**config.mk**
```make
export PLATFORM = sky130hd
export DESIGN_NAME = lzss_cmdq
export DESIGN_NICKNAME = d
export VERILOG_FILES = /design/src/hdl/lzss_pkg.sv /design/src/hdl/lzss_cmdq.sv
export SDC_FILE = /design/constraint.sdc
export NUM_CORES = 1
export LEC_CHECK = 0
export BUFFER_PORTS_ARGS = -buffer_cell sky130_fd_sc_hd__buf_2
export CORE_AREA = 2 2 93 184
export CTS_CLUSTER_DIAMETER = 150
export DETAILED_ROUTE_END_ITERATION = 16
export DIE_AREA = 0 0 95 186
export PLACE_DENSITY = 0.63
export SLEW_MARGIN = 10
export SYNTH_ARGS = -nofsm -noshare
export SYNTH_HDL_FRONTEND = slang
export SYNTH_SLANG_ARGS = --single-unit
```
**constraint.sdc**
```tcl
create_clock -name aclk -period 2.6 [get_ports aclk]
set_input_delay 0.13 -clock aclk [delete_from_list [all_inputs] [get_ports aclk]]
set_output_delay 0.13 -clock aclk [all_outputs]
set_load 0.1 [all_outputs]
```
**src/hdl/lzss_pkg.sv**
```systemverilog
`timescale 1ns / 1ps
// Shared types and constants for the LZSS stream decompressor.
package lzss_pkg;

    localparam int HISTORY_DEPTH_DEF = 65536;
    localparam int LANES             = 4;   // bytes packed into one result word
    localparam int NEAR_WINDOW       = 4;   // match offsets served from the recent-byte window
    localparam int TOKENS_PER_BLOCK  = 8;
    localparam int HEADER_LAST       = 7;   // index of the final header byte
    localparam int CMDQ_DEPTH        = 4;

    typedef struct packed {
        logic [7:0] in_byte;
        logic       end_of_stream;
    } in_word_t;

    typedef struct packed {
        logic [31:0] data_word;
        logic [2:0]  byte_count;
        logic        run_last;
        logic        bad_match;
        logic        stream_done;
    } out_word_t;

    // One unit of work handed from the parser to the copy engine.
    typedef struct packed {
        logic        is_lit;
        logic [7:0]  lit;
        logic [15:0] off;
        logic [7:0]  cnt;    // bytes to produce; zero means status only
        logic        bad;
        logic        eos;
    } cmd_t;

endpackage

```
**src/hdl/lzss_cmdq.sv**
```systemverilog
`timescale 1ns / 1ps
// Short command queue between the parser and the copy engine.
module lzss_cmdq (
    input  logic          aclk,
    input  logic          aresetn,
    input  logic          push,
    input  lzss_pkg::cmd_t push_data,
    output logic          full,
    input  logic          pop,
    output logic          empty,
    output lzss_pkg::cmd_t head
);

    localparam int AW = $clog2(lzss_pkg::CMDQ_DEPTH);

    lzss_pkg::cmd_t entry_reg [lzss_pkg::CMDQ_DEPTH];
    logic [AW-1:0]  wr_ptr_reg, wr_ptr_next;
    logic [AW-1:0]  rd_ptr_reg, rd_ptr_next;
    logic [AW:0]    count_reg, count_next;

    assign full  = (count_reg == (AW+1)'(lzss_pkg::CMDQ_DEPTH));
    assign empty = (count_reg == '0);
    assign head  = entry_reg[rd_ptr_reg];

    always_comb begin
        wr_ptr_next = wr_ptr_reg;
        rd_ptr_next = rd_ptr_reg;
        count_next  = count_reg;
        if (push) begin
            wr_ptr_next = wr_ptr_reg + 1'b1;
        end
        if (pop) begin
            rd_ptr_next = rd_ptr_reg + 1'b1;
        end
        if (push && !pop) begin
            count_next = count_reg + 1'b1;
        end else if (pop && !push) begin
            count_next = count_reg - 1'b1;
        end
    end

    always_ff @(posedge aclk) begin
        if (!aresetn) begin
            wr_ptr_reg <= '0;
            rd_ptr_reg <= '0;
            count_reg  <= '0;
        end else begin
            wr_ptr_reg <= wr_ptr_next;
            rd_ptr_reg <= rd_ptr_next;
            count_reg  <= count_next;
        end
    end

    always_ff @(posedge aclk) begin
        if (push) begin
            entry_reg[wr_ptr_reg] <= push_data;
        end
    end

`ifndef SYNTHESIS
    a_no_overflow: assert property (@(posedge aclk) disable iff (!aresetn)
        full |-> !push)
        else $error("command queue pushed while full");
    a_no_underflow: assert property (@(posedge aclk) disable iff (!aresetn)
        empty |-> !pop)
        else $error("command queue popped while empty");
    a_count_range: assert property (@(posedge aclk) disable iff (!aresetn)
        count_reg <= (AW+1)'(lzss_pkg::CMDQ_DEPTH))
        else $error("command queue count out of range");
`endif

endmodule

```
Yosys cells after proc, flatten, opt, wreduce, memory -nomap -nowiden
Memory sizes are Yosys's and may differ from the RTL's. A register that Yosys moved wholly into a read port is not among the register bits. Index checks and enable logic that the tools add are counted.

Add/sub/neg operators: 4. Multipliers: 0. Div/mod/pow operators: 0. $lt $le $gt $ge: 0. Equality and inequality tests: 1. Shifts and indexed selects: 0. Muxes and demuxes: 6. Bitwise logic cells: 0. Reductions and logical operators: 6.

Operators with widths (number): $mux 3 (2); $add 2x1->2 const B (2); $mux 2 (2); $add 3x1->3 const B (1); $eq 3x3->1 const B (1); $logic_not 3->1 (1); $sub 3x1->3 const B (1); $logic_and 1x1->1 (2); $logic_not 1->1 (2); $mux 1 (2); $reduce_bool 2->1 (1).

Register bits: 7. Bits in latches: 0. Bits in writable memories: 140. ROM bits: 0. Input bits: 39. Memories kept: 1.

Memories: entry_reg (words 4, width 35, rd ports 1, clocked after Yosys merged registers in 1, wr ports 1, line lzss_cmdq.sv:16) `lzss_pkg::cmd_t entry_reg [lzss_pkg::CMDQ_DEPTH];`.

Logic depth before layout (Yosys ltp)
Depth in word-level cells: 4. Depth in mapped cells: 7.

Worst setup path after synthesis
Ideal clock, no wire load.

Kind: flip-flop to output port. Start: register count_reg[0]. End: output port full. Data arrival time: 2.553 ns. Path slack: -0.083 ns. Stages on the path, launching flop included: 2. Cells stage by stage: dfxtp_1 -> nor3b_1.

Longest elaborated chain between the ends: 1.

Ends and longest elaborated chain: start: declaration (line lzss_cmdq.sv:19) `logic [AW:0] count_reg, count_next;`; start signal: assignment (line lzss_cmdq.sv:50) `count_reg <= count_next;`; $eq 3x3->1 (line lzss_cmdq.sv:21) `assign full = (count_reg == (AW+1)'(lzss_pkg::CMDQ_DEPTH));`; end: declaration (line lzss_cmdq.sv:8) `output logic full,`.

No other way between the ends.

==> impl_metrics.py <==
metrics = {
    "outcome": {
        "status": "finished, final reports clean",
    },
    "synthesis": {
        "synth_cells": 226,
        "async_reset_ff_share_pct": 0,
        "ys.flop_type": "edfxtp_1",
        "synth_top_area_share_pct": 75.8,
        "synth_edf_count": 140,
        "syn-num-nets": 271,
        "ys_seq_area_share_pct": 79.0,
        "syn_area_per_cell_um2": 24.5,
        "yosys.area.top_type": "edfxtp_1",
        "synth_area_leaders": "edfxtp_1 76%, mux4_2 12%, dfxtp_1 3.2%",
        "ys_types": 22,
        "syn_area_mm2": 0.00555,
        "yosysWarnings": 0,
        "synth_seq_cells": 149,
    },
    "clock_tree": {
        "cts_buffer_depth": 2,
        "clk_latency_ns": 0.42,
        "ctsResizeCount": 0,
        "numCtsBuffers": 17,
        "clock-sinks": 149,
        "htree_levels": 4,
        "cts.clk_slew.worst_paths_ns": 0.06,
        "cts_root_buffer": "clkbuf_16",
        "holdBufCountCts": 36,
        "post_cts.repair.setup_buffers": 0,
        "cts_tree": "yes",
    },
    "timing": {
        "final-hold-violation-count": 0,
        "whs_ns": 0.0760,
        "tns_ns": 0,
        "fin_skew_ns": 0.0106,
        "rsz0062_at_grt": "false",
        "max-slew-margin-rel_pct": 57.1,
        "fin_crit_ns": 2.18,
        "worst_slew_pin_slew_ns": 0.644,
        "max_freq_mhz": 458,
        "setup_viol": 0,
        "finalMaxSlewViolations": 0,
        "period_share_pct": 83.9,
    },
    "die": {
        "die_w_um": 95,
        "design.die.area_mm2": 0.0177,
        "core_area_mm2": 0.0163,
        "placementRows": 66,
        "die_y_um": 186,
        "ios": 76,
        "start_util_pct": 34.1,
    },
    "setup_path": {
        "critical_path_class": "reg -> out",
        "cp.buffers_inverters": 2,
        "critPathRequiredTime_ns": 2.47,
        "critical_path.endpoint_type": "output port",
        "cp.depth": 3,
        "cp-start-kind": "flop",
        "worst_ep_arrival_time_ns": 2.05,
        "cp_top_family": "buffers and inverters",
        "reg2reg_depth": 4,
        "cp_max_fo": 21,
        "max_stage_delay_ns": 0.61,
        "crit_path_top_delay_cell": "mux4_1",
        "critical_path.cell_chain": "buf_4 -> mux4_1 -> buf_2",
    },
    "final_layout": {
        "regArea_mm2": 0.00439,
        "synthToLayoutAreaGrowth_pct": 29.0,
        "fill_cells": 1401,
        "drive_gt1_share_pct": 41.5,
        "postLayoutCellArea_mm2": 0.00716,
        "largest_register_ffs": 140,
        "multi_input_area_mm2": 0.00107,
        "finalNetCount": 403,
    },
    "routing": {
        "routed-via-count": 2654,
        "wirelength_um": 10400,
        "firstDrtPassIters": 4,
        "final_antenna_net_count": 0,
        "drc": 0,
        "routedWlPerCell_um": 18.0,
        "vias_per_cell": 4.61,
        "drt-initial-drc-count": 101,
    },
    "global_route": {
        "grt_pass1_vias": 2916,
        "grt_max_degree": 22,
        "grt_pass1_wl_um": 15900,
        "antenna_found_initial": 1,
        "grt-ovfl-total": 0,
        "track_usage_pct": 12.8,
    },
    "power_and_ir_drop": {
        "ir_worst_vdd_uv": 587,
        "power.density_mw_per_mm2": 897,
        "power_leakage_nw": 2.49,
    },
    "placed_design": {
        "io_buffer_count": 75,
        "place_congestion": 0.650,
        "hpwl_um": 6670,
        "placed_area_mm2": 0.00620,
    },
    "min_path": {
        "hold_class": "in -> reg",
        "holdPathStages": 3,
    },
    "flow_run": {
        "max_cap_viol_count": 0,
    },
}
[per-stage QoR]
stage          power [mW]  setup WS, ns  util, %  instances
2_1_floorplan        3.81        0.0383        -        226
3_3_place_gp         3.99         0.845     38.1        507
3_5_place_dp         4.01         0.823     38.1        507
4_1_cts              6.50         0.360     44.0        575
5_1_grt              6.65         0.303     44.0        576
6_report             6.42         0.419     44.0        576
[cell families after synthesis]
group	Yosys count	synth area share, %
AND/OR/NAND/NOR	15	1.65
flip-flops	149	79.0
XOR/XNOR	5	0.789
adder cells (fa/ha/maj)	6	1.49
AO/OA/AOI/OAI	2	0.225
buffers and inverters	12	1.92
multiplexers	37	14.9
[cells in the mapped netlist, types with 2 or more instances]
library cell / instances
mux4_1: 5
buf_2: 3
buf_12: 3
ha_1: 5
xnor2_1: 2
xor2_1: 3
and2_1: 9
edfxtp_1: 140
mux4_2: 30
mux2i_1: 2
inv_1: 4
dfxtp_1: 9
nor2b_1: 2
[tightest hold or removal path, delay by kind of cell]
kind	cells	cell delay, ns
simple gates	1	0.09
mux	1	0.09
buf+inv	1	0.15
[per-layer routing]
metal | part of all wire, % | wire length [um] | vias to the layer above | track usage [%]
li1 | - | - | 1215 | -
met1 | 37 | 3870 | 1362 | 13.7
met5 | 0 | 0 | - | 0
met2 | 56 | 5830 | 62 | 22.2
met4 | 2.2 | 224 | 0 | 6.90
met3 | 4.3 | 451 | 15 | 3.81
[cell usage in the layout, fill, tap and decap left out, types with 4 or more instances in the layout]
cell type / netlist / routed
inv_6: 0 / 4
ha_1: 5 / 5
and2_1: 9 / 5
mux4_2: 30 / 30
buf_2: 3 / 75
clkinvlp_4: 0 / 4
mux4_1: 5 / 5
buf_4: 0 / 8
dfxtp_1: 9 / 7
clkbuf_16: 0 / 17
and2_2: 0 / 4
inv_1: 4 / 4
edfxtp_1: 140 / 140
dlygate4sd3_1: 0 / 36
[final timing paths]
kind | slack [ns] | to | start
setup / recovery | 0.42 | head[30] | flop
setup reg to reg | 0.85 | entry_reg[2][6] | wr_ptr_reg[0]
hold reg to reg | 0.55 | wr_ptr_reg[1] | wr_ptr_reg[1]
hold / removal | 0.08 | wr_ptr_reg[1] | push
[power by group]
| part | switching, mW | internal (mW) | total, mW |
|---|---|---|---|
| clock | 1.00 | 1.44 | 2.44 |
| combinational | 0.903 | 0.286 | 1.19 |
| sequential | 0.0444 | 2.75 | 2.80 |
| total | 1.95 | 4.47 | 6.42 |
[final cells by class]
| class | instances | share of cell area (%) |
|---|---|---|
| Tap cell | 204 | 3.57 |
| Multi-Input combinational cell | 65 | 14.9 |
| Timing Repair Buffer | 121 | 11.7 |
| Inverter | 4 | 0.210 |
| Sequential cell | 149 | 61.3 |
| Antenna cell | 1 | 0.0350 |
| Clock buffer | 17 | 5.94 |
| Clock inverter | 15 | 2.38 |
(Power assumes the default switching activity.)
