===== config.mk =====
export PLATFORM = sky130hd
export DESIGN_NAME = lzss_front
export DESIGN_NICKNAME = d
export VERILOG_FILES = /design/src/hdl/lzss_pkg.sv /design/src/hdl/lzss_front.sv
export SDC_FILE = /design/constraint.sdc
export NUM_CORES = 1
export LEC_CHECK = 0
export ABC_AREA = 1
export BUFFER_PORTS_ARGS = -buffer_cell sky130_fd_sc_hd__buf_2
export CORE_AREA = 2 2 166 168
export CTS_CLUSTER_SIZE = 14
export DETAILED_ROUTE_END_ITERATION = 10
export DIE_AREA = 0 0 168 170
export GPL_ROUTABILITY_DRIVEN = 0
export MAX_ROUTING_LAYER = met4
export PLACE_DENSITY = 0.72
export SLEW_MARGIN = 20
export SYNTH_ARGS = -nofsm -noshare
export SYNTH_HDL_FRONTEND = slang
export SYNTH_SLANG_ARGS = --single-unit

===== constraint.sdc =====
create_clock -name aclk -period 13.7 [get_ports aclk]
set_input_delay 0.685 -clock aclk [delete_from_list [all_inputs] [get_ports aclk]]
set_output_delay 0.685 -clock aclk [all_outputs]
set_load 0.03 [all_outputs]

===== src/hdl/lzss_pkg.sv =====
`timescale 1ns / 1ps
// Shared types and constants for the LZSS stream decompressor.
package lzss_pkg;

    localparam int HISTORY_DEPTH_DEF = 65536;
    localparam int LANES             = 4;   // bytes packed into one result word
    localparam int NEAR_WINDOW       = 4;   // match offsets served from the recent-byte window
    localparam int TOKENS_PER_BLOCK  = 8;
    localparam int HEADER_LAST       = 7;   // index of the final header byte
    localparam int CMDQ_DEPTH        = 4;

    typedef struct packed {
        logic [7:0] in_byte;
        logic       end_of_stream;
    } in_word_t;

    typedef struct packed {
        logic [31:0] data_word;
        logic [2:0]  byte_count;
        logic        run_last;
        logic        bad_match;
        logic        stream_done;
    } out_word_t;

    // One unit of work handed from the parser to the copy engine.
    typedef struct packed {
        logic        is_lit;
        logic [7:0]  lit;
        logic [15:0] off;
        logic [7:0]  cnt;    // bytes to produce; zero means status only
        logic        bad;
        logic        eos;
    } cmd_t;

endpackage


===== src/hdl/lzss_front.sv =====
`timescale 1ns / 1ps
// Stream parser: header, flag bytes and tokens into copy commands.
module lzss_front #(
    parameter int HISTORY_DEPTH = lzss_pkg::HISTORY_DEPTH_DEF
) (
    input  logic               aclk,
    input  logic               aresetn,
    input  logic               s_valid,
    output logic               s_ready,
    input  lzss_pkg::in_word_t s_data,
    output logic               cmd_push,
    output lzss_pkg::cmd_t     cmd_data,
    input  logic               cmd_full
);

    typedef enum logic [5:0] {
        PH_HEADER = 6'b000001,
        PH_FLAG   = 6'b000010,
        PH_TOKEN  = 6'b000100,
        PH_OFF_LO = 6'b001000,
        PH_LEN    = 6'b010000,
        PH_DONE   = 6'b100000
    } phase_t;

    phase_t      phase_reg, phase_next;
    logic [2:0]  hdr_idx_reg, hdr_idx_next;
    logic [31:0] exp_len_reg, exp_len_next;
    logic [31:0] blocks_reg, blocks_next;
    logic [7:0]  flags_reg, flags_next;
    logic [3:0]  slot_reg, slot_next;
    logic [15:0] offset_reg, offset_next;
    logic [31:0] produced_reg, produced_next;

    logic        accept;
    logic [7:0]  b;
    logic [31:0] room;
    logic [7:0]  n;
    logic        bad;
    logic        tok_end;

    assign s_ready = !cmd_full;
    assign accept  = s_valid && s_ready;
    assign b       = s_data.in_byte;

    always_comb begin
        phase_next    = phase_reg;
        hdr_idx_next  = hdr_idx_reg;
        exp_len_next  = exp_len_reg;
        blocks_next   = blocks_reg;
        flags_next    = flags_reg;
        slot_next     = slot_reg;
        offset_next   = offset_reg;
        produced_next = produced_reg;
        n             = '0;
        bad           = 1'b0;
        tok_end       = 1'b0;
        room          = exp_len_reg - produced_reg;

        case (phase_reg)
            PH_HEADER: begin
                if (hdr_idx_reg < 3'd4) begin
                    exp_len_next = {exp_len_reg[23:0], b};
                end else begin
                    blocks_next = {blocks_reg[23:0], b};
                end
                if (hdr_idx_reg == 3'(lzss_pkg::HEADER_LAST)) begin
                    hdr_idx_next = '0;
                    phase_next = (exp_len_next == '0 || blocks_next == '0) ? PH_DONE : PH_FLAG;
                end else begin
                    hdr_idx_next = hdr_idx_reg + 1'b1;
                end
            end
            PH_FLAG: begin
                flags_next  = b;
                blocks_next = blocks_reg - 1'b1;
                slot_next   = '0;
                phase_next  = PH_TOKEN;
            end
            PH_TOKEN: begin
                if (flags_reg[slot_reg[2:0]]) begin
                    offset_next = {b, 8'h00};
                    phase_next  = PH_OFF_LO;
                end else begin
                    if (produced_reg < exp_len_reg) begin
                        n = 8'd1;
                    end
                    tok_end = 1'b1;
                end
            end
            PH_OFF_LO: begin
                offset_next = {offset_reg[15:8], b};
                phase_next  = PH_LEN;
            end
            PH_LEN: begin
                if (offset_reg == '0 || 32'(offset_reg) > produced_reg
                        || 32'(offset_reg) > 32'(HISTORY_DEPTH)) begin
                    bad = 1'b1;
                end else if (produced_reg < exp_len_reg) begin
                    n = (32'(b) < room) ? b : room[7:0];
                end
                tok_end = 1'b1;
            end
            default: begin
            end
        endcase

        produced_next = produced_reg + 32'(n);
        if (tok_end) begin
            slot_next = slot_reg + 1'b1;
            if (produced_next >= exp_len_reg) begin
                phase_next = PH_DONE;
            end else if (slot_next >= 4'(lzss_pkg::TOKENS_PER_BLOCK)) begin
                phase_next = (blocks_reg == '0) ? PH_DONE : PH_FLAG;
            end else begin
                phase_next = PH_TOKEN;
            end
        end
    end

    // Every word that yields bytes, a skipped match or end of stream becomes a command.
    assign cmd_push        = accept && (n != '0 || bad || s_data.end_of_stream);
    assign cmd_data.is_lit = (phase_reg == PH_TOKEN);
    assign cmd_data.lit    = b;
    assign cmd_data.off    = offset_reg;
    assign cmd_data.cnt    = n;
    assign cmd_data.bad    = bad;
    assign cmd_data.eos    = s_data.end_of_stream;

    always_ff @(posedge aclk) begin
        if (!aresetn || (accept && s_data.end_of_stream)) begin
            phase_reg    <= PH_HEADER;
            hdr_idx_reg  <= '0;
            exp_len_reg  <= '0;
            blocks_reg   <= '0;
            flags_reg    <= '0;
            slot_reg     <= '0;
            offset_reg   <= '0;
            produced_reg <= '0;
        end else if (accept) begin
            phase_reg    <= phase_next;
            hdr_idx_reg  <= hdr_idx_next;
            exp_len_reg  <= exp_len_next;
            blocks_reg   <= blocks_next;
            flags_reg    <= flags_next;
            slot_reg     <= slot_next;
            offset_reg   <= offset_next;
            produced_reg <= produced_next;
        end
    end

`ifndef SYNTHESIS
    a_within_length: assert property (@(posedge aclk) disable iff (!aresetn)
        produced_reg <= exp_len_reg)
        else $error("produced byte count passed the original length");
    a_bad_no_bytes: assert property (@(posedge aclk) disable iff (!aresetn)
        cmd_push && cmd_data.bad |-> cmd_data.cnt == '0)
        else $error("skipped match carries bytes");
`endif

endmodule


; Yosys cells after proc, flatten, opt, wreduce, memory -nomap -nowiden
; Cells that the tools add are included.
[classes]
add_sub_neg = 5
multipliers = 0
n_div = 0
magnitude_cmp = 7
n_eq_ne = 9
shifts = 0
n_mux = 30
bitwise = 1
reduce_logical = 26
[ops]
columns = op, count
row1 = two-way mux 32 bit, 4
row2 = logical NOT 32 bit, 3
row3 = case mux 32 bit (2 select lines), 1
row4 = two-way mux 6 bit, 7
row5 = adder 32 x 8 -> 32 bit, 1
row6 = greater-or-equal comparator 32 bit, 1
row7 = > comparator 16 x 32 -> 1 bit, 1
row8 = < comparator 32 bit, 1
row9 = < comparator 8 x 32 -> 1 bit, 1
row10 = case mux 16 bit (2 select lines), 1
row11 = subtractor 32 x 1 -> 32 bit (second input constant), 1
row12 = subtractor 32 bit, 1
row13 = two-way mux 8 bit, 3
row14 = case mux 6 bit (4 select lines), 1
row15 = logical NOT 16 bit, 1
row16 = two-way mux 16 bit, 1
row17 = case mux 8 bit (2 select lines), 1
row18 = two-way mux 4 bit, 2
row19 = AND reduction 2 bit, 4
row20 = AND reduction 4 bit, 2
row21 = nonzero test 8 bit, 1
row22 = == test 6 x 1 -> 1 bit (second input constant), 1
row23 = == test 6 x 2 -> 1 bit (second input constant), 1
row24 = == test 6 x 3 -> 1 bit (second input constant), 1
row25 = other kinds (22), 36
[word_totals]
reg_bits = 133
latchBits = 0
ram_bits = 0
romBits = 0
inputBits = 13
output_inout_bits = 37
memories = 0

; Longest topological paths before layout
[logic_depth]
ltp_word = 10
depth_mapped = 46
ltp_nobuf = 46

; Worst setup path after synthesis
; OpenSTA, ideal clock, no wires.
[synth_path]
path_type = reg-to-reg
start = reg exp_len_reg[0]
end = reg phase_reg[1]
setup_ns = 0.074
t_arrival_ns = 5.908
required_time_ns = 13.626
path_slack_ns = 7.718
stages_incl_launch_ff = 39
n_path_buf = 0
synth_period_minus_slack_ns = 5.982
cell_sequence = dfxtp_1 > inv_1 > ha_1 > fa_1 > inv_1 > nand2_1 > nand3_2 > xnor2_1 > ha_1 > nand2_1 > or2_2 > nand3_1 > inv_1 > nor2_1 > nand3_2 > nand2_1 > nand2_1 > a31oi_1 > [... 3 more ...] > a21oi_1 > o21ai_2 > a21oi_1 > nor3_2 > nand3_2 > inv_1 > nand4_1 > xor2_1 > inv_1 > ha_1 > nand2_1 > nor2_1 > a211oi_1 > o221a_2 > nand2_1 > a21o_1 > nand3b_1 > a31oi_1
[synth_lines]
columns = element, line_no
row1 = from (decl), lzss_front.sv:27  ; logic [31:0] exp_len_reg, exp_len_next;
row2 = from (signal assigned), lzss_front.sv:142  ; exp_len_reg <= exp_len_next;
row3 = to (signal assigned), lzss_front.sv:140  ; phase_reg <= phase_next;
row4 = to (decl), lzss_front.sv:25  ; phase_t phase_reg, phase_next;

; Worst setup path after layout
[layout_path]
start = reg produced_reg[1]
end = reg phase_reg[1]
[layout_between]
elab_chain_cells = 10
[layout_rtl]
columns = element, line_no
row1 = from (decl), lzss_front.sv:32  ; logic [31:0] produced_reg, produced_next;
row2 = from (signal assigned), lzss_front.sv:147  ; produced_reg <= produced_next;
row3 = subtractor 32 bit, lzss_front.sv:57  ; room = exp_len_reg - produced_reg;
row4 = < comparator 8 x 32 -> 1 bit, lzss_front.sv:99  ; n = (32'(b) < room) ? b : room[7:0];
row5 = two-way mux 8 bit, lzss_front.sv:99
row6 = two-way mux 8 bit, lzss_front.sv:98  ; end else if (produced_reg < exp_len_reg) begin
row7 = two-way mux 8 bit, lzss_front.sv:95  ; if (offset_reg == '0 || 32'(offset_reg) > produced_reg
row8 = case mux 8 bit (2 select lines), lzss_front.sv:59  ; case (phase_reg)
row9 = adder 32 x 8 -> 32 bit *, lzss_front.sv:107  ; produced_next = produced_reg + 32'(n);
row10 = net produced_next[19], lzss_front.sv:32
row11 = greater-or-equal comparator 32 bit *, lzss_front.sv:110  ; if (produced_next >= exp_len_reg) begin
row12 = two-way mux 6 bit *, lzss_front.sv:110
row13 = two-way mux 6 bit *, lzss_front.sv:108  ; if (tok_end) begin
; Mark *: on every way through the listed nets, which the timed path passes. The rest lies on a longest branch.
; A chain may end at the register's enable or synchronous reset.

==> metrics.yaml <==
status:
  run_status: "finished, final reports clean"
critical_path:
  crit_type: "reg2reg"
  critPathBufInv: 4
  cp-end-kind: "flip-flop"
  worst_ep_required_time_ns: 14.05
  rrSetupSlack_ns: 7.12
  slowest_stage: "dfxtp_1"
  cpPeakStageDelay_ns: 0.48
  cp_max_fo: 7
  critPathMostFrequentCell: "nand2_1"
  critPathTopFamily: "simple AND/OR/NAND/NOR gates"
  worstPathArrival_ns: 6.93
  cp-start-kind: "flip-flop"
power_and_ir_drop:
  power.density_cell_area_nw_per_um2: 113
  power_leakage_nw: 6.70
  finalPower_mw: 1.50
  ir_drop_mv: 0.0847
route:
  wl_per_cell_um: 15.7
  dr.pass1.iters: 7
  avgViaCountPerCell: 5.49
  vias: 13000
  drt-initial-drc-count: 1310
  detail-route-antenna-nets: 0
  drc: 0
  drt-total-wl_um: 37200
sta:
  finalMaxSlewViolations: 0
  final-hold-violation-count: 0
  fmax_mhz: 152
  setup_ws_ns: 7.12
  grt_setup_unrepaired: "false"
  setup-tns-final_ns: 0
  slew_headroom: 0.334
  clock-skew-final_ns: 0.0145
  fin_crit_ns: 6.58
  min_period_over_period: 0.480
  finalSetupViolCount: 0
  tightest_slew_ns: 0.993
synth:
  yosysWarnings: 0
  ys_async_sr_fraction: 0
  syn_area_per_cell_um2: 6.09
  synth_seq_cells: 133
  netlist_area_um2: 12200
  syn_inst: 2001
  seq_area_frac_synth: 0.218
  syn_nets: 2115
  synth_ff_type: "dfxtp_1"
  synth_cell_type_count: 54
  synth_edf_count: 0
clock_tree:
  tritoncts: "yes"
  cts-htree-levels: 4
  clkTransAtPathRegs_ns: 0.07
  cts_resized: 0
  clockBufferDepth: 2
  clockRootBuffer: "clkbuf_16"
  clkSinkCount: 133
  numCtsBuffers: 17
  post_cts_buffers: 0
  ctsHoldBuffers: 0
  clk_latency_ns: 0.43
finish:
  syn_to_final_growth_pct: 8.75
  fin_util: 0.498
  num-nets-final: 2125
  final_cell_area_um2: 13300
  final_layout_size_suffix_gt1_frac: 0.0900
  insertedDiodeCount: 0
  fillers: 2756
flow_run:
  max_cap_viol_count: 0
worst_hold_path:
  hold_class: "reg2reg"
grt:
  grt.total_usage: 0.268
  grt_max_degree: 66
  grt_overflow: 0
  antenna_found_initial: 0
  grt_pass1_wl_um: 59600
  grt_pass1_vias: 11800
floorplanning:
  die_area_um2: 28600
  io_pins: 50
  die_h_um: 170
  floorplan.initialDensity: 0.458
  core_area_um2: 26700
  fp.dieW_um: 168
  rows: 60
placement:
  post_dp_cell_area_um2: 12600
  dp_hpwl_um: 29000
  dp_slack_ns: 7.28
  portBuffers: 49
[cells in the mapped netlist (19+ instances only)]
cell	instances	area (µm²)
inv_1	318	1190
a21oi_1	182	911
clkbuf_1	46	173
nor4_1	19	119
nand2_1	502	1880
o21ai_0	197	986
ha_1	99	1240
nor2_1	137	514
nand3_1	86	430
nor2_2	22	138
nor3_1	25	125
dfxtp_1	133	2660
nand4_1	38	238
xor2_1	38	333
[metrics by stage]
stage	cells	hold slack, ns
2_1_floorplan	2001	0.444
3_3_place_gp	2333	0.459
3_5_place_dp	2333	0.468
4_1_cts	2364	0.477
5_1_grt	2364	0.499
6_report	2364	0.475
[cell type report]
class	instances	area [µm²]	area share
inverters	331	1240	0.0937
clock inverters	14	188	0.0142
flip-flops and latches	133	2670	0.201
repair buffers	58	313	0.0236
well taps	341	427	0.0322
clock buffers	17	425	0.0321
multi-input cells	1470	8000	0.603
[power by group]
part | total (mW) | switching (mW) | leakage, nW | internal [mW]
combinational | 0.572 | 0.387 | 5.32 | 0.185
clock | 0.491 | 0.200 | 0.298 | 0.291
sequential | 0.434 | 0.0274 | 1.09 | 0.407
total | 1.50 | 0.614 | 6.70 | 0.883
[per-layer routing]
metal | track usage | share of wire
met4 | 0.0907 | 0.030
met3 | 0.0405 | 0.075
met5 | - | 0
met1 | 0.341 | 0.44
met2 | 0.436 | 0.46
[logic make-up (layout without fill, tap and decap cells)]
family | Yosys count | count (layout) | share of synthesized area
muxes | 4 | 4 | 0.00339
and+or+nand+nor | 892 | 892 | 0.330
xor gates and xnor gates | 45 | 45 | 0.0323
DFF | 133 | 133 | 0.218
adders and majority gates | 101 | 101 | 0.105
AOI/OAI and AO/OA | 428 | 428 | 0.184
buffers and inverters | 398 | 420 | 0.127
[cells in the final DEF, fill, tap and decap left out, types with 3 or more instances in the layout]
cell type,n
xnor2_1,7
nand4_2,3
nor4_1,19
a211oi_1,8
xor2_1,38
o21ai_2,3
dfxtp_1,132
nand3_2,16
and2_1,5
inv_6,7
nor2_1,137
nor2_4,8
o211ai_1,4
nand2_1,501
o21ai_1,7
buf_4,9
ha_1,99
bufinv_16,3
inv_2,11
a21o_1,3
buf_2,49
nand4_1,38
nor3_1,25
clkbuf_16,17
mux2i_1,3
nor2_2,21
nor3_2,7
a21oi_1,182
nand3_1,86
nand2_2,13
nand3b_1,5
inv_1,317
a31oi_1,11
o21ai_0,196
clkinv_1,3
[final timing paths]
path / start / end / depth (start not counted)
setup / recovery: produced_reg[1] / phase_reg[1] / 38
hold / removal: hdr_idx_reg[1] / hdr_idx_reg[1] / 2
setup reg to reg: produced_reg[1] / phase_reg[1] / 38
hold reg to reg: hdr_idx_reg[1] / hdr_idx_reg[1] / 2
[worst reg2reg max path: cells and delay by family (launching register included)]
kind	cells	cell delay, ns
flip-flops	1	0.48
buffers and inverters	4	0.31
adder cells (fa/ha/maj)	4	1.26
XOR/XNOR	2	0.40
AND/OR/NAND/NOR	19	2.27
AO/OA/AOI/OAI	9	1.75
(Power assumes the default switching activity.)
